[config.mk]
export PLATFORM = sky130hd
export DESIGN_NAME = i2c_target_uart_bridge
export DESIGN_NICKNAME = d
export VERILOG_FILES = /design/src/rtl/i2cub_pkg.sv /design/src/rtl/i2cub_rx_store.sv /design/src/rtl/i2cub_cmd_store.sv /design/src/rtl/i2cub_seq.sv /design/src/rtl/i2c_target_uart_bridge.sv
export SDC_FILE = /design/constraint.sdc
export NUM_CORES = 1
export LEC_CHECK = 0
export BUFFER_PORTS_ARGS = -buffer_cell sky130_fd_sc_hd__buf_2
export CAP_MARGIN = 40
export CELL_PAD_IN_SITES_DETAIL_PLACEMENT = 0
export CELL_PAD_IN_SITES_GLOBAL_PLACEMENT = 1
export CORE_MARGIN = 5
export CORE_UTILIZATION = 27
export CTS_BUF_LIST = sky130_fd_sc_hd__clkbuf_8
export DETAILED_ROUTE_END_ITERATION = 12
export GPL_ROUTABILITY_DRIVEN = 0
export PLACE_DENSITY = 0.44
export SYNTH_ARGS = -nofsm -noshare
export SYNTH_HDL_FRONTEND = slang
export SYNTH_SLANG_ARGS = --single-unit
[constraint.sdc]
create_clock -name clk -period 3.1 [get_ports clk]
set_input_delay 0.62 -clock clk [delete_from_list [all_inputs] [get_ports clk]]
set_output_delay 0.62 -clock clk [all_outputs]
set_load 0.05 [all_outputs]
[src/rtl/i2cub_pkg.sv]
// ----------------------------------------------------------------------------
// i2cub_pkg
// Shared types, event codes and constants of the I2C target / UART bridge.
// ----------------------------------------------------------------------------
`timescale 1ns / 1ps

package i2cub_pkg;

	// default store depths
	localparam int RX_DEPTH_DEF  = 25;
	localparam int CMD_DEPTH_DEF = 8;
	// most UART bytes sent on one STOP
	localparam int MAX_SEND      = 8;

	// input event codes
	typedef enum logic [3:0] {
		CMD_UART_BYTE  = 4'd0,
		CMD_READ_ADDR  = 4'd1,
		CMD_READ_ACK   = 4'd2,
		CMD_READ_NACK  = 4'd3,
		CMD_WRITE_ADDR = 4'd4,
		CMD_WRITE_DATA = 4'd5,
		CMD_STOP       = 4'd6,
		CMD_ERROR      = 4'd7,
		CMD_OTHER      = 4'd8
	} cmd_t;

	// input item
	typedef struct packed {
		logic [3:0] cmd;
		logic [7:0] data_byte;
	} in_item_t;

	// result item
	typedef struct packed {
		logic [7:0] bus_byte;
		logic       bus_byte_valid;
		logic       ack_next;
		logic       release_bus;
		logic [7:0] uart_byte;
		logic       uart_valid;
		logic       last;
	} out_item_t;

	// rx store controls
	typedef struct packed {
		logic wr;   // store byte at the internal write index
		logic rd;   // read entry at addr
		logic clr;  // mark entry at addr empty
	} rx_ctl_t;

	// command store controls
	typedef struct packed {
		logic wr;       // store byte at addr
		logic rd;       // read entry at addr
		logic clr_all;  // mark all entries empty
	} cmd_ctl_t;

	// fixed single-item results
	localparam out_item_t RES_ACK = '{
		bus_byte: 8'h00, bus_byte_valid: 1'b0, ack_next: 1'b1, release_bus: 1'b0,
		uart_byte: 8'h00, uart_valid: 1'b0, last: 1'b1};

	localparam out_item_t RES_ERR = '{
		bus_byte: 8'h00, bus_byte_valid: 1'b0, ack_next: 1'b0, release_bus: 1'b1,
		uart_byte: 8'h00, uart_valid: 1'b0, last: 1'b1};

	// read past the end of the rx store
	localparam out_item_t RES_RD_END = '{
		bus_byte: 8'h00, bus_byte_valid: 1'b1, ack_next: 1'b0, release_bus: 1'b0,
		uart_byte: 8'h00, uart_valid: 1'b0, last: 1'b1};

endpackage

[src/rtl/i2cub_rx_store.sv]
// ----------------------------------------------------------------------------
// i2cub_rx_store
// UART receive store: synchronous RAM, wrapping write index, per-entry
// valid bits so that an empty entry reads as zero.
// ----------------------------------------------------------------------------
`timescale 1ns / 1ps

module i2cub_rx_store
	import i2cub_pkg::*;
#(
	parameter int RX_DEPTH = RX_DEPTH_DEF,
	localparam int RX_AW   = (RX_DEPTH > 1) ? $clog2(RX_DEPTH) : 1
) (
	input  logic             clk,
	input  logic             arst_n,
	input  rx_ctl_t          ctl,
	input  logic [RX_AW-1:0] addr,
	input  logic [7:0]       wdata,
	output logic [7:0]       rdata
);

	logic [7:0]          mem [RX_DEPTH];
	logic [RX_DEPTH-1:0] valid_q;
	logic [RX_AW-1:0]    widx_q;
	logic [7:0]          rdata_q;
	logic                hit_q;

	// RAM array: write at the write index, registered read
	always_ff @(posedge clk) begin
		if (ctl.wr) begin
			mem[widx_q] <= wdata;
		end
		if (ctl.rd) begin
			rdata_q <= mem[addr];
		end
	end

	// valid bits, write index, read hit
	always_ff @(posedge clk or negedge arst_n) begin
		if (!arst_n) begin
			valid_q <= '0;
			widx_q  <= '0;
			hit_q   <= 1'b0;
		end else begin
			if (ctl.wr) begin
				valid_q[widx_q] <= 1'b1;
				widx_q <= (widx_q == RX_AW'(RX_DEPTH - 1)) ? '0 : widx_q + RX_AW'(1);
			end
			if (ctl.clr) begin
				valid_q[addr] <= 1'b0;
			end
			if (ctl.rd) begin
				hit_q <= valid_q[addr];
			end
		end
	end

	// empty entries read as zero
	assign rdata = hit_q ? rdata_q : 8'h00;

endmodule

[src/rtl/i2cub_cmd_store.sv]
// ----------------------------------------------------------------------------
// i2cub_cmd_store
// I2C command byte store: synchronous RAM with per-entry valid bits and a
// clear of the whole store at once.
// ----------------------------------------------------------------------------
`timescale 1ns / 1ps

module i2cub_cmd_store
	import i2cub_pkg::*;
#(
	parameter int CMD_DEPTH = CMD_DEPTH_DEF,
	localparam int CMD_AW   = (CMD_DEPTH > 1) ? $clog2(CMD_DEPTH) : 1
) (
	input  logic              clk,
	input  logic              arst_n,
	input  cmd_ctl_t          ctl,
	input  logic [CMD_AW-1:0] addr,
	input  logic [7:0]        wdata,
	output logic [7:0]        rdata
);

	logic [7:0]           mem [CMD_DEPTH];
	logic [CMD_DEPTH-1:0] valid_q;
	logic [7:0]           rdata_q;
	logic                 hit_q;

	// RAM array
	always_ff @(posedge clk) begin
		if (ctl.wr) begin
			mem[addr] <= wdata;
		end
		if (ctl.rd) begin
			rdata_q <= mem[addr];
		end
	end

	// valid bits and read hit
	always_ff @(posedge clk or negedge arst_n) begin
		if (!arst_n) begin
			valid_q <= '0;
			hit_q   <= 1'b0;
		end else begin
			if (ctl.clr_all) begin
				valid_q <= '0;
			end else if (ctl.wr) begin
				valid_q[addr] <= 1'b1;
			end
			if (ctl.rd) begin
				hit_q <= valid_q[addr];
			end
		end
	end

	assign rdata = hit_q ? rdata_q : 8'h00;

endmodule

[src/rtl/i2cub_seq.sv]
// ----------------------------------------------------------------------------
// i2cub_seq
// Event sequencer: decodes one event at a time, drives both stores, owns the
// shared bus pointer and the output register.
// ----------------------------------------------------------------------------
`timescale 1ns / 1ps

module i2cub_seq
	import i2cub_pkg::*;
#(
	parameter int RX_DEPTH  = RX_DEPTH_DEF,
	parameter int CMD_DEPTH = CMD_DEPTH_DEF,
	localparam int RX_AW    = (RX_DEPTH > 1) ? $clog2(RX_DEPTH) : 1,
	localparam int CMD_AW   = (CMD_DEPTH > 1) ? $clog2(CMD_DEPTH) : 1
) (
	input  logic              clk,
	input  logic              arst_n,
	// input channel
	input  logic              in_valid,
	output logic              in_stall,
	input  in_item_t          in_item,
	// output channel
	output logic              out_valid,
	input  logic              out_stall,
	output out_item_t         out_item,
	// rx store
	output rx_ctl_t           rx_ctl,
	output logic [RX_AW-1:0]  rx_addr,
	output logic [7:0]        rx_wdata,
	input  logic [7:0]        rx_rdata,
	// command store
	output cmd_ctl_t          cmd_ctl,
	output logic [CMD_AW-1:0] cmd_addr,
	output logic [7:0]        cmd_wdata,
	input  logic [7:0]        cmd_rdata
);

	localparam int MAX_D  = (RX_DEPTH > CMD_DEPTH) ? RX_DEPTH : CMD_DEPTH;
	localparam int PW     = $clog2(MAX_D + 1);
	localparam int N_SEND = (CMD_DEPTH < MAX_SEND) ? CMD_DEPTH : MAX_SEND;
	localparam int KW     = (N_SEND > 1) ? $clog2(N_SEND) : 1;

	localparam logic [PW-1:0] RX_LIM  = PW'(RX_DEPTH);
	localparam logic [PW-1:0] RX_LAST = PW'(RX_DEPTH - 1);
	localparam logic [PW-1:0] CMD_LIM = PW'(CMD_DEPTH);
	localparam logic [KW-1:0] K_LAST  = KW'(N_SEND - 1);

	typedef enum logic [1:0] {
		ST_IDLE,
		ST_RX_WAIT,
		ST_CMD_WAIT,
		ST_RESULT
	} state_t;

	state_t    state_q;
	logic [PW-1:0] bp_q;
	logic [KW-1:0] k_q;
	logic      out_valid_q;
	out_item_t out_q;
	out_item_t res_q;

	logic accept;
	logic slot_free;
	logic k_last;
	logic rx_has;
	logic out_load;

	// handshake decode
	assign accept    = in_valid && (state_q == ST_IDLE);
	assign in_stall  = (state_q != ST_IDLE);
	assign slot_free = !out_valid_q || !out_stall;
	assign k_last    = (k_q == K_LAST);
	assign rx_has    = (bp_q < RX_LIM);
	assign out_load  = slot_free && (state_q inside {ST_RX_WAIT, ST_CMD_WAIT, ST_RESULT});

	assign out_valid = out_valid_q;
	assign out_item  = out_q;

	// rx store access; an entry is read when its event is accepted and cleared in the rx wait state
	always_comb begin
		rx_ctl.wr  = accept && (in_item.cmd == CMD_UART_BYTE);
		rx_ctl.rd  = accept && ((in_item.cmd == CMD_READ_ADDR) ||
			((in_item.cmd == CMD_READ_ACK) && rx_has));
		rx_ctl.clr = (state_q == ST_RX_WAIT) && slot_free;
		rx_addr    = (accept && (in_item.cmd == CMD_READ_ADDR)) ? '0 : bp_q[RX_AW-1:0];
		rx_wdata   = in_item.data_byte;
	end

	// command store access; STOP streams entries 0 to the send count minus one
	always_comb begin
		cmd_ctl.wr      = accept && (in_item.cmd == CMD_WRITE_DATA) && (bp_q < CMD_LIM);
		cmd_ctl.rd      = (accept && (in_item.cmd == CMD_STOP)) ||
			((state_q == ST_CMD_WAIT) && slot_free && !k_last);
		cmd_ctl.clr_all = (state_q == ST_CMD_WAIT) && slot_free && k_last;
		if (state_q == ST_CMD_WAIT) begin
			cmd_addr = CMD_AW'(k_q) + CMD_AW'(1);
		end else if (accept && (in_item.cmd == CMD_STOP)) begin
			cmd_addr = '0;
		end else begin
			cmd_addr = bp_q[CMD_AW-1:0];
		end
		cmd_wdata = in_item.data_byte;
	end

	// sequencer state and output register
	always_ff @(posedge clk or negedge arst_n) begin
		if (!arst_n) begin
			state_q     <= ST_IDLE;
			bp_q        <= '0;
			k_q         <= '0;
			out_valid_q <= 1'b0;
			out_q       <= '0;
			res_q       <= '0;
		end else begin
			// output valid: set on a new item, dropped once taken
			if (out_load) begin
				out_valid_q <= 1'b1;
			end else if (!out_stall) begin
				out_valid_q <= 1'b0;
			end
			case (state_q)
				ST_IDLE: begin
					if (accept) begin
						case (in_item.cmd)
							CMD_UART_BYTE: begin
								state_q <= ST_IDLE;
							end
							CMD_READ_ADDR: begin
								bp_q    <= '0;
								state_q <= ST_RX_WAIT;
							end
							CMD_READ_ACK: begin
								if (rx_has) begin
									state_q <= ST_RX_WAIT;
								end else begin
									res_q   <= RES_RD_END;
									state_q <= ST_RESULT;
								end
							end
							CMD_WRITE_ADDR: begin
								bp_q    <= '0;
								res_q   <= RES_ACK;
								state_q <= ST_RESULT;
							end
							CMD_WRITE_DATA: begin
								// overflow drops the byte and rewinds
								bp_q    <= (bp_q < CMD_LIM) ? bp_q + PW'(1) : '0;
								res_q   <= RES_ACK;
								state_q <= ST_RESULT;
							end
							CMD_STOP: begin
								bp_q    <= '0;
								k_q     <= '0;
								state_q <= ST_CMD_WAIT;
							end
							CMD_ERROR: begin
								res_q   <= RES_ERR;
								state_q <= ST_RESULT;
							end
							default: begin
								res_q   <= RES_ACK;
								state_q <= ST_RESULT;
							end
						endcase
					end
				end
				ST_RX_WAIT: begin
					if (slot_free) begin
						out_q <= '{bus_byte: rx_rdata, bus_byte_valid: 1'b1,
							ack_next: (bp_q < RX_LAST), release_bus: 1'b0,
							uart_byte: 8'h00, uart_valid: 1'b0, last: 1'b1};
						bp_q        <= bp_q + PW'(1);
						state_q     <= ST_IDLE;
					end
				end
				ST_CMD_WAIT: begin
					if (slot_free) begin
						out_q <= '{bus_byte: 8'h00, bus_byte_valid: 1'b0,
							ack_next: 1'b1, release_bus: 1'b0,
							uart_byte: cmd_rdata, uart_valid: 1'b1, last: k_last};
						if (k_last) begin
							state_q <= ST_IDLE;
						end else begin
							k_q <= k_q + KW'(1);
						end
					end
				end
				ST_RESULT: begin
					if (slot_free) begin
						out_q       <= res_q;
						state_q     <= ST_IDLE;
					end
				end
				default: begin
					state_q <= ST_IDLE;
				end
			endcase
		end
	end

endmodule

[src/rtl/i2c_target_uart_bridge.sv]
// ----------------------------------------------------------------------------
// i2c_target_uart_bridge
// Event-level bridge between an I2C target and a UART, built around an rx
// byte RAM and a command byte RAM.
// ----------------------------------------------------------------------------
//  channel | signals                      | moves per transfer
//  --------+------------------------------+-------------------------------
//  in      | in_valid, in_stall, in_item  | one bus / UART event
//  out     | out_valid, out_stall, out_item | one result item
//
//  A UART byte goes to the rx RAM and the next event is taken right after.
//  Every other event stalls the input until its last result is loaded, which
//  output stalls delay; in-range reads start the RAM read at the transfer and load
//  the result in the rx wait state. STOP makes min(CMD_DEPTH, 8) RAM reads,
//  one item each. The sequencer works on one event at a time; the output
//  register holds a finished item while the next event is accepted. Reset
//  clears the valid bits of both RAMs at once; no clearing pass.
// ----------------------------------------------------------------------------
`timescale 1ns / 1ps

module i2c_target_uart_bridge
	import i2cub_pkg::*;
#(
	parameter int RX_DEPTH  = RX_DEPTH_DEF,
	parameter int CMD_DEPTH = CMD_DEPTH_DEF
) (
	input  logic      clk,
	input  logic      arst_n,
	input  logic      in_valid,
	output logic      in_stall,
	input  in_item_t  in_item,
	output logic      out_valid,
	input  logic      out_stall,
	output out_item_t out_item
);

	localparam int RX_AW  = (RX_DEPTH > 1) ? $clog2(RX_DEPTH) : 1;
	localparam int CMD_AW = (CMD_DEPTH > 1) ? $clog2(CMD_DEPTH) : 1;

	rx_ctl_t           rx_ctl;
	logic [RX_AW-1:0]  rx_addr;
	logic [7:0]        rx_wdata;
	logic [7:0]        rx_rdata;
	cmd_ctl_t          cmd_ctl;
	logic [CMD_AW-1:0] cmd_addr;
	logic [7:0]        cmd_wdata;
	logic [7:0]        cmd_rdata;

	// event sequencer
	i2cub_seq #(
		.RX_DEPTH  (RX_DEPTH),
		.CMD_DEPTH (CMD_DEPTH)
	) u_seq (
		.clk       (clk),
		.arst_n    (arst_n),
		.in_valid  (in_valid),
		.in_stall  (in_stall),
		.in_item   (in_item),
		.out_valid (out_valid),
		.out_stall (out_stall),
		.out_item  (out_item),
		.rx_ctl    (rx_ctl),
		.rx_addr   (rx_addr),
		.rx_wdata  (rx_wdata),
		.rx_rdata  (rx_rdata),
		.cmd_ctl   (cmd_ctl),
		.cmd_addr  (cmd_addr),
		.cmd_wdata (cmd_wdata),
		.cmd_rdata (cmd_rdata)
	);

	// UART receive RAM
	i2cub_rx_store #(
		.RX_DEPTH (RX_DEPTH)
	) u_rx_store (
		.clk    (clk),
		.arst_n (arst_n),
		.ctl    (rx_ctl),
		.addr   (rx_addr),
		.wdata  (rx_wdata),
		.rdata  (rx_rdata)
	);

	// I2C command RAM
	i2cub_cmd_store #(
		.CMD_DEPTH (CMD_DEPTH)
	) u_cmd_store (
		.clk    (clk),
		.arst_n (arst_n),
		.ctl    (cmd_ctl),
		.addr   (cmd_addr),
		.wdata  (cmd_wdata),
		.rdata  (cmd_rdata)
	);

endmodule

==> results.cfg, run 1 <==
[critical_path]
arrival_ps = 3310
path_max_fanout = 14
endpoint_kind = register
crit_chain = buf_4 > nor4b_4 > a21boi_0 > mux4_2 > o221ai_1 > o2111ai_1
critPathKind = register to register
crit_buf_inv = 1
required_ps = 3430
startpoint_type = register
cp_slowest_stage_delay_ps = 680
slowest_stage = nor4b_4
crit_family = compound AO/OA/AOI/OAI gates

[clock_tree]
numClockSinks = 356
clkLatencyLatePin_ps = 640
cts_buffers = 68
cts_setup_buffers = 0
htreeDepth = 3
clk_pin_slew_ps = 60
post_cts_resized = 0
cts_hold_buf = 1
clk_path_buf_depth = 3
tritoncts = built
cts-root-buf = clkbuf_8

[timing]
setup_viol = 0
relSlewSlack_pct = 44.9
grt_setup_unrepaired = false
skew_ps = 31.4
drv_slew = 0
finalCritPeriodShare_pct = 96.1
worstMarginPinSlew_ps = 825
holdWs_ps = 420
fmax_mhz = 336
finalHoldViolations = 0
fin_crit_ps = 2980
layout_setup_ws_ps = 121
final.setup.tns_ps = 0

[run_status]
outcome = finished, final reports clean

[routing]
ant_nets = 0
drt-total-wl_um = 47300
vias_per_cell = 5.03
wl_per_cell_um = 24.6
drtIter0Drc = 668
drtPass1Iterations = 5
dr_total_vias = 9670
route.detailed.drc = 0

[global_route]
antenna_found_initial = 2
grt_pass1_vias = 10100
grt_first_pass_wirelength_um = 70100
grt_max_degree = 82
grt_overflow_total = 0
grtUsageTotal_pct = 15.8

[cells_and_area]
stdcell_count = 1923
fillers = 5467
final_net_count = 1186
drive_gt1_share_pct = 23.8
syn_to_final_growth_pct = 21.0
finish.instance_area_um2 = 18000

[die]
die_h_um = 245
core.rowCount = 86
dieWidth_um = 245
start_util_pct = 27.2
die_area_um2 = 60000
ios = 39
core_um2 = 54900

[power]
p_sw_share_pct = 36.3
max-vdd-ir-drop_uv = 349
p_per_area_nw_per_um2 = 855
seq_power_share_pct = 37.3
leakage_nw = 6.39
p_switching_mw = 5.60
power.internal_mw = 9.84
pwr-share-comb_pct = 32.5
p_clk_share_pct = 30.2

[place]
dpl_cell_area_um2 = 16700
place_ws_ps = -55.7
numPortBuffers = 38
dpl.hpwl_um = 30600
dp.cells = 1796

[logic_synthesis]
syn_area_um2 = 14900
synth_seq_area_share_pct = 69.1
synth_area_leader_cell = edfxtp_1
synthDistinctLibCells = 69
synth_cells = 1018
synth.area.top_cells = edfxtp_1 56%, dfrtp_1 13%, mux4_2 3.5%, o21ai_0 1.9%, mux2_2 1.8%
syn-num-nets = 1041
syn_avg_cell_area_um2 = 14.6
synthArstFlopShare_pct = 21.3
synth_edf_count = 280
yosysWarnings = 0
yosys-top-cells-count = 280 x edfxtp_1, 76 x dfrtp_1, 68 x nor2_1
synth-main-ff-cell = edfxtp_1
synth_seq_cells = 356
synth_top_area_share_pct = 56.4
synth.most_common_cell = edfxtp_1

[job]
drv_cap = 0

[hold_path]
hold_path.class = input pin to register
## worst register-to-register path, delay by kind of cell (launching register included)
family / cells / cell delay, ps
simple gates: 1 / 690
buf+inv: 1 / 200
mux: 1 / 540
flops: 1 / 370
compound gates: 3 / 880
## area by class of cell
cell class | count | area (um2) | area share, %
repair buffers | 141 | 1170 | 6.46
clock buffers | 79 | 1090 | 6.03
multi-input cells | 575 | 4230 | 23.5
well taps | 704 | 881 | 4.88
inverters | 21 | 78.8 | 0.437
flip-flops and latches | 356 | 10300 | 57.2
diodes | 1 | 2.50 | 0.0139
clock inverters | 46 | 278 | 1.54
## cells in the final DEF, fill, tap and decap left out, types with 5 or more instances in the layout
cell type	instances
edfxtp_1	280
buf_4	89
clkbuf_8	79
dfrtp_1	74
nor2_1	68
nand2_1	57
o21ai_0	57
inv_1	42
buf_2	37
nand3_1	29
a21oi_1	28
a32oi_1	28
mux2_2	24
mux4_2	23
a22o_1	19
o22a_1	16
a221oi_1	15
mux2i_1	14
clkinv_1	13
o2bb2ai_1	12
buf_12	11
nand2b_1	10
a211oi_1	10
o211ai_1	10
a31oi_1	10
o221ai_1	10
o21a_1	10
nor2b_1	8
o22ai_1	8
o32a_1	8
nor3_1	8
and3_1	8
and2_1	7
ha_1	7
a2111oi_0	6
a22oi_1	5
a21o_1	5
clkinv_2	5
## final timing paths
path / from / endpoint / slack, ps / cells after the start
min in group asynchronous: arst_n / u_seq.out_item[12] / 550 / 2
hold / removal: in_valid / u_seq.res_q[11] / 420 / 3
hold reg to reg: u_rx_store.rdata_q[7] / u_seq.out_item[20] / 460 / 1
setup reg to reg: u_seq.state_q[0] / u_rx_store.rdata_q[6] / 120 / 6
max in group asynchronous: arst_n / u_seq.out_item[3] / 1870 / 3
setup / recovery: u_seq.state_q[0] / u_rx_store.rdata_q[6] / 120 / 6
## flip-flops by register name, indices dropped and copies added (netlist names)
| register | flops |
|---|---|
| u_rx_store.mem | 200 |
| u_cmd_store.mem | 64 |
| u_rx_store.valid_q | 25 |
| u_seq.out_item | 21 |
| u_cmd_store.rdata_q | 8 |
| u_cmd_store.valid_q | 8 |
| u_rx_store.rdata_q | 8 |
| u_rx_store.widx_q | 5 |
| u_seq.bp_q | 5 |
| u_seq.res_q | 4 |
| u_seq.k_q | 3 |
| u_seq.state_q | 2 |
| u_cmd_store.hit_q | 1 |
| u_rx_store.hit_q | 1 |
| u_seq.out_valid | 1 |
## stage by stage
step	power, mW	utilization [%]
after detailed placement	10.9	30.4
after CTS	15.7	32.9
final	15.4	32.9
after global routing	16.3	32.9
after floorplan	8.84	-
after global placement	10.9	30.2
## per-layer routing
layer | global-route usage (%) | up-vias | wire, um
met2 | 24.9 | 272 | 21800
met1 | 21.4 | 4940 | 21700
met3 | 3.85 | 86 | 2370
met4 | 5.81 | 2 | 1440
li1 | - | 4370 | -
met5 | 0 | - | 13
## power groups by stage
stage          clock (mW)  combinational [mW]  sequential, mW
2_1_floorplan           0                2.79            6.06
3_5_place_dp            0                5.05            5.85
4_1_cts              4.86                5.07            5.76
3_3_place_gp            0                5.08            5.85
6_report             4.66                5.01            5.75
5_1_grt              5.09                5.40            5.79
## cells by family after synthesis
family                   synth area share (%)
flip-flops                               69.1
multiplexers                             6.23
AO/OA/AOI/OAI                            14.2
AND/OR/NAND/NOR                          7.24
XOR/XNOR                                0.118
buffers and inverters                    2.48
adder cells (fa/ha/maj)                 0.587
Power figures use the tool's default switching activity.
==> run 2, diff against run 1 <==
Settings changed: ABC_CLOCK_PERIOD_IN_PS set to 3100, CORE_ASPECT_RATIO set to 0.7, PLACE_DENSITY 0.44 to not set, PLACE_DENSITY_LB_ADDON set to 0.05.
==> run 2 against run 1 <==
Net effect: routed wire length grew 11%; via count grew 2.7%; clock power shrank 7.7%; clock skew grew 9.3 ps; sequential share of layout area shrank 0.69 points; count of clock-buffer cells in the layout shrank 2; sequential power grew 3%; global-route usage grew 1.6 points; maximum frequency grew 4.5%; largest cell class unchanged; highest routed layer unchanged.
==> results.cfg, run 2 (synthesis gave the netlist of run 1 again) <==
[critical_path]
reg2regPathDepth = 7
slowest_stage = or4b_1
crit_chain = or4b_1 > buf_12 > o211ai_4 > buf_12 > a32oi_1 > a32oi_1 > mux2_2
required_ps = 3620
endpoint_kind = register
critPathKind = register to register
path_max_fanout = 31
startpoint_type = register
arrival_ps = 3370
cp_slowest_stage_delay_ps = 630

[power]
power.internal_mw = 9.75
p_sw_share_pct = 37.5
p_per_area_nw_per_um2 = 855
pwr-share-comb_pct = 34.5
p_switching_mw = 5.86
p_clk_share_pct = 27.6
max-vdd-ir-drop_uv = 368
seq_power_share_pct = 37.9
leakage_nw = 6.53

[timing]
drv_slew = 0
finalHoldViolations = 0
skew_ps = 40.7
grt_setup_unrepaired = false
finalCritPeriodShare_pct = 92.0
final.setup.tns_ps = 0
setup_viol = 0
fin_crit_ps = 2850
worstMarginPinSlew_ps = 872
fmax_mhz = 351
relSlewSlack_pct = 41.9

[clock_tree]
cts-root-buf = clkbuf_8
clk_pin_slew_ps = 70
cts_buffers = 61
clkLatencyLatePin_ps = 680
tritoncts = built
htreeDepth = 2
cts_setup_buffers = 0
numClockSinks = 356
clk_path_buf_depth = 3

[die]
die_area_um2 = 60100
ios = 39
core_um2 = 55000
die_h_um = 207
core.rowCount = 72
start_util_pct = 27.1
dieWidth_um = 291

[run_status]
outcome = finished, final reports clean

[cells_and_area]
top_regs = u_rx_store.mem: 200 flops, u_cmd_store.mem: 64 flops, u_rx_store.valid_q: 25 flops
drive_gt1_share_pct = 26.3
finish.instance_area_um2 = 18300
syn_to_final_growth_pct = 22.5
final_net_count = 1213
post-route-util_pct = 33.2
largest_register = u_rx_store.mem
layout_commonest_cell = edfxtp_1
largest_reg_flops = 200
stdcell_count = 1984
final_cell_mix = 280 x edfxtp_1, 117 x buf_4, 77 x clkbuf_8

[routing]
drtIter0Drc = 875
dr_total_vias = 9928
drtPass1Iterations = 5
vias_per_cell = 5.00
route.detailed.drc = 0
drt-total-wl_um = 52400
ant_nets = 0
wl_per_cell_um = 26.4

[global_route]
grt_overflow_total = 0
antenna_found_initial = 2
grt_max_degree = 41
grt_pass1_vias = 9956
grt_first_pass_wirelength_um = 75700
grtUsageTotal_pct = 17.4

[place]
dpl.hpwl_um = 36200
numPortBuffers = 38
dp.cells = 1866
dpl_cell_area_um2 = 17000

[job]
drv_cap = 0

[hold_path]
hold_path.class = input pin to register
hold_depth = 1
==> run 2: what timing repair did <==
item	CTS	global route
setup endpoints to repair	0	8
hold endpoints to repair	36	0
hold buffers	1	0
gates resized for setup	0	1
==> run 2: power groups by stage <==
stage | Sequential (mW) | Clock [mW] | Combinational (mW)
5_1_grt | 5.95 | 4.70 | 5.77
3_3_place_gp | 6.01 | 0 | 5.37
6_report | 5.91 | 4.30 | 5.39
3_5_place_dp | 6.00 | 0 | 5.36
2_1_floorplan | 6.06 | 0 | 2.79
4_1_cts | 5.91 | 4.49 | 5.38
==> run 2: worst paths after layout <==
path	start	endpoint	slack, ps
min	in_item[5]	u_rx_store.mem[20][5]	330
min in group asynchronous	arst_n	u_rx_store.valid_q[16]	530
max in group asynchronous	arst_n	u_cmd_store.valid_q[7]	1880
max	u_seq.state_q[1]	u_cmd_store.rdata_q[7]	250
min reg2reg	u_cmd_store.rdata_q[0]	u_seq.out_item[2]	460
max reg2reg	u_seq.state_q[1]	u_cmd_store.rdata_q[7]	250
==> run 2: final cells by class <==
cell class | instances | area (um2)
Fill cell | 5523 | 36700
Tap cell | 740 | 926
Inverter | 21 | 78.8
Multi-Input combinational cell | 575 | 4240
Sequential cell | 356 | 10300
Clock buffer | 77 | 1060
Clock inverter | 39 | 181
Antenna cell | 1 | 2.50
Timing Repair Buffer | 175 | 1460
==> run 2: critical path, delay by kind of cell (launching register included) <==
kind / cells / cell delay, ps
AO/OA/AOI/OAI: 3 / 860
AND/OR/NAND/NOR: 1 / 630
flip-flops: 1 / 490
buffers and inverters: 2 / 410
multiplexers: 1 / 290
==> run 2: per-layer routing <==
metal / part of all wire, % / vias up / global-route usage [%]
met1: 55 / 5143 / 29.1
met3: 6.0 / 78 / 3.75
met2: 37 / 283 / 22.2
met5: 0.032 / - / 0
li1: - / 4422 / -
met4: 1.7 / 2 / 3.87
==> run 2: through the flow <==
stage          hold slack [ps]  setup slack, ps  total power, mW
3_5_place_dp               449             3.26             11.4
3_3_place_gp               446             3.25             11.4
5_1_grt                    279              144             16.4
6_report                   329              248             15.6
2_1_floorplan              324              274             8.84
4_1_cts                    259              158             15.8
==> run 3, diff against run 2 <==
Settings changed: ABC_AREA set to 1.
==> run 3 against run 2 <==
Net effect: via count down 1.3%; die area down 2.6%; sequential share of layout area up 3.5 points; global-route usage down 0.33 points; final cell count up 9.1%; register-to-register slack better by 160 ps; flip-flop and latch count unchanged; core utilization down 1.1 points; clock power down 4%; cell area down 5.9%; total power up 1.2%; worst hold slack worse by 11 ps; critical endpoint is now u_rx_store.rdata_q[0]; highest routed layer is now met4.
==> results.cfg, run 3 <==
[power]
max-vdd-ir-drop_uv = 338
leakage_nw = 6.68
p_per_area_nw_per_um2 = 919

[timing]
grt_setup_unrepaired = false
fmax_mhz = 371
finalHoldViolations = 0
worstMarginPinSlew_ps = 838
fin_crit_ps = 2700
finalCritPeriodShare_pct = 87.0
drv_slew = 0
final.setup.tns_ps = 0
skew_ps = 36.6
relSlewSlack_pct = 44.1
setup_viol = 0
layout_setup_ws_ps = 404

[logic_synthesis]
synth_fa_ha_area_share_pct = 0.604
synthDistinctLibCells = 42
synth.area.top_cells = edfxtp_1 58%, dfrtp_1 13%, nand2_1 7.6%, nor2_1 4.0%, nand3_1 2.8%
synth_compound_area_share_pct = 6.56
syn_area_um2 = 14500
yosysWarnings = 0
synth_cells = 1245
synth_seq_cells = 356
synthArstFlopShare_pct = 21.3
synth-main-ff-cell = edfxtp_1
synth_seq_area_share_pct = 71.1
synth_area_leader_cell = edfxtp_1
yosys-top-cells-count = 294 x nand2_1, 280 x edfxtp_1, 154 x nor2_1
synth_top_area_share_pct = 58.0
synth_top_family_by_area = simple AND/OR/NAND/NOR gates
synth.most_common_cell = nand2_1
muxShareOfSynthArea_pct = 0
synth-simple-area-share_pct = 18.1
synth_xor_area_share_pct = 0.0604
syn-num-nets = 1268
syn_avg_cell_area_um2 = 11.6
synth_edf_count = 280

[cells_and_area]
largest_register = u_rx_store.mem
final_cell_mix = 294 x nand2_1, 280 x edfxtp_1, 153 x nor2_1
drive_gt1_share_pct = 16.0
largest_reg_flops = 200
diodes = 0
syn_to_final_growth_pct = 18.5
top_regs = u_rx_store.mem: 200 flops, u_cmd_store.mem: 64 flops, u_rx_store.valid_q: 25 flops
layout_commonest_cell = nand2_1
final_net_count = 1407

[place]
place_ws_ps = 43.7
dpl.hpwl_um = 32500
numPortBuffers = 38

[routing]
drtIter0Drc = 682
vias_per_cell = 4.52
dr_total_vias = 9795
ant_nets = 0
drt-total-wl_um = 49900
drtPass1Iterations = 5
wl_per_cell_um = 23.0
route.detailed.drc = 0

[hold_path]
min_to = u_seq.out_valid
hold_path.class = input pin to register
worstHoldStart = out_stall
hold_depth = 3

[critical_path]
slowest_stage = dfrtp_1
r2r_setup_slack_ps = 400
arrival_ps = 3070
path_max_fanout = 26
critPathKind = register to register
startpoint_type = register
cp_slowest_stage_delay_ps = 490
cpMostUsedCell = nand2_1
reg2regPathDepth = 12
endpoint_kind = register
required_ps = 3470
r2r_start = u_seq.state_q[0]
timing.rr.end = u_rx_store.rdata_q[0]
crit_chain = inv_2 > nand2_2 > nor2_4 > nand2_4 > nand2_1 > inv_2 > buf_4 > nand2_1 > nand2_1 > o21ai_0 > and3_1 > nand3_1

[job]
drv_cap = 0

[die]
die_area_um2 = 58500
start_util_pct = 27.1
ios = 39
core_um2 = 53500
die_h_um = 204
core.rowCount = 71
dieWidth_um = 287

[global_route]
grt_first_pass_wirelength_um = 72400
grt_max_degree = 48
grt_overflow_total = 0
antenna_found_initial = 0
grt_pass1_vias = 9859
grtUsageTotal_pct = 17.0

[clock_tree]
cts_buffers = 60
post_cts_resized = 0
clk_path_buf_depth = 3
cts_setup_buffers = 0
htreeDepth = 2
clk_pin_slew_ps = 60
clkLatencyLatePin_ps = 660
numClockSinks = 356
tritoncts = built
cts-root-buf = clkbuf_8

[run_status]
outcome = finished, final reports clean
[run 3: worst max-delay path, delay by kind of cell, from the launching register on]
family                 cells  cell delay (ps)
AOI/OAI and AO/OA          1              220
buffers and inverters      3              700
DFF                        1              490
and+or+nand+nor            8             1000
[run 3: power by group]
group | switching, mW | internal [mW]
clock network | 2.00 | 2.12
logic | 4.15 | 1.68
registers | 0.296 | 5.56
total | 6.44 | 9.36
[run 3: logic make-up after synthesis]
logic type / Yosys count
compound gates: 156
buf+inv: 115
fa+ha+maj: 7
simple gates: 610
xor+xnor: 1
flops: 356
[run 3: worst max path at each step]
stage,start,end,slack (ps),cells after the start
3_3_place_gp,in_item[9],u_rx_store.rdata_q[0],20,13
4_1_cts,u_seq.state_q[0],u_rx_store.rdata_q[0],350,12
2_1_floorplan,u_seq.state_q[0],u_cmd_store.mem[6][0],820,9
6_report,u_seq.state_q[0],u_rx_store.rdata_q[0],400,12
3_5_place_dp,in_item[9],u_rx_store.rdata_q[0],40,13
5_1_grt,u_seq.state_q[0],u_rx_store.rdata_q[0],160,12
[run 3: timing repair]
item / 4_1_cts / 5_1_grt
hold buffers: 1 / 0
endpoints found under the setup margin: 0 / 0
endpoints found under the hold margin: 33 / 0
[run 3: final cells by class]
cell class / count / area, um2
multi-input combinational: 774 / 3690
clock inverter: 47 / 246
sequential: 356 / 10300
tap: 730 / 913
fill: 5519 / 36300
timing repair buffer: 116 / 831
inverter: 76 / 285
clock buffer: 66 / 908
[run 3: per-stage QoR]
stage / cell area, um2 / power (mW) / util [%] / instances / hold slack (ps)
4_1_cts: 17200 / 16.1 / 32.1 / 2165 / 236
3_3_place_gp: 16000 / 11.9 / 29.9 / 2050 / 454
6_report: 17200 / 15.8 / 32.1 / 2165 / 318
3_5_place_dp: 16000 / 11.8 / 29.9 / 2051 / 464
2_1_floorplan: 14500 / 9.45 / - / 1245 / 324
5_1_grt: 17200 / 16.9 / 32.1 / 2165 / 297
[run 3: per-layer routing]
| layer | routed length [um] | GRT usage [%] |
|---|---|---|
| met1 | 27500 | 27.8 |
| met2 | 19200 | 22.7 |
| met3 | 2440 | 3.63 |
| met4 | 796 | 3.75 |
| met5 | 0 | 0 |
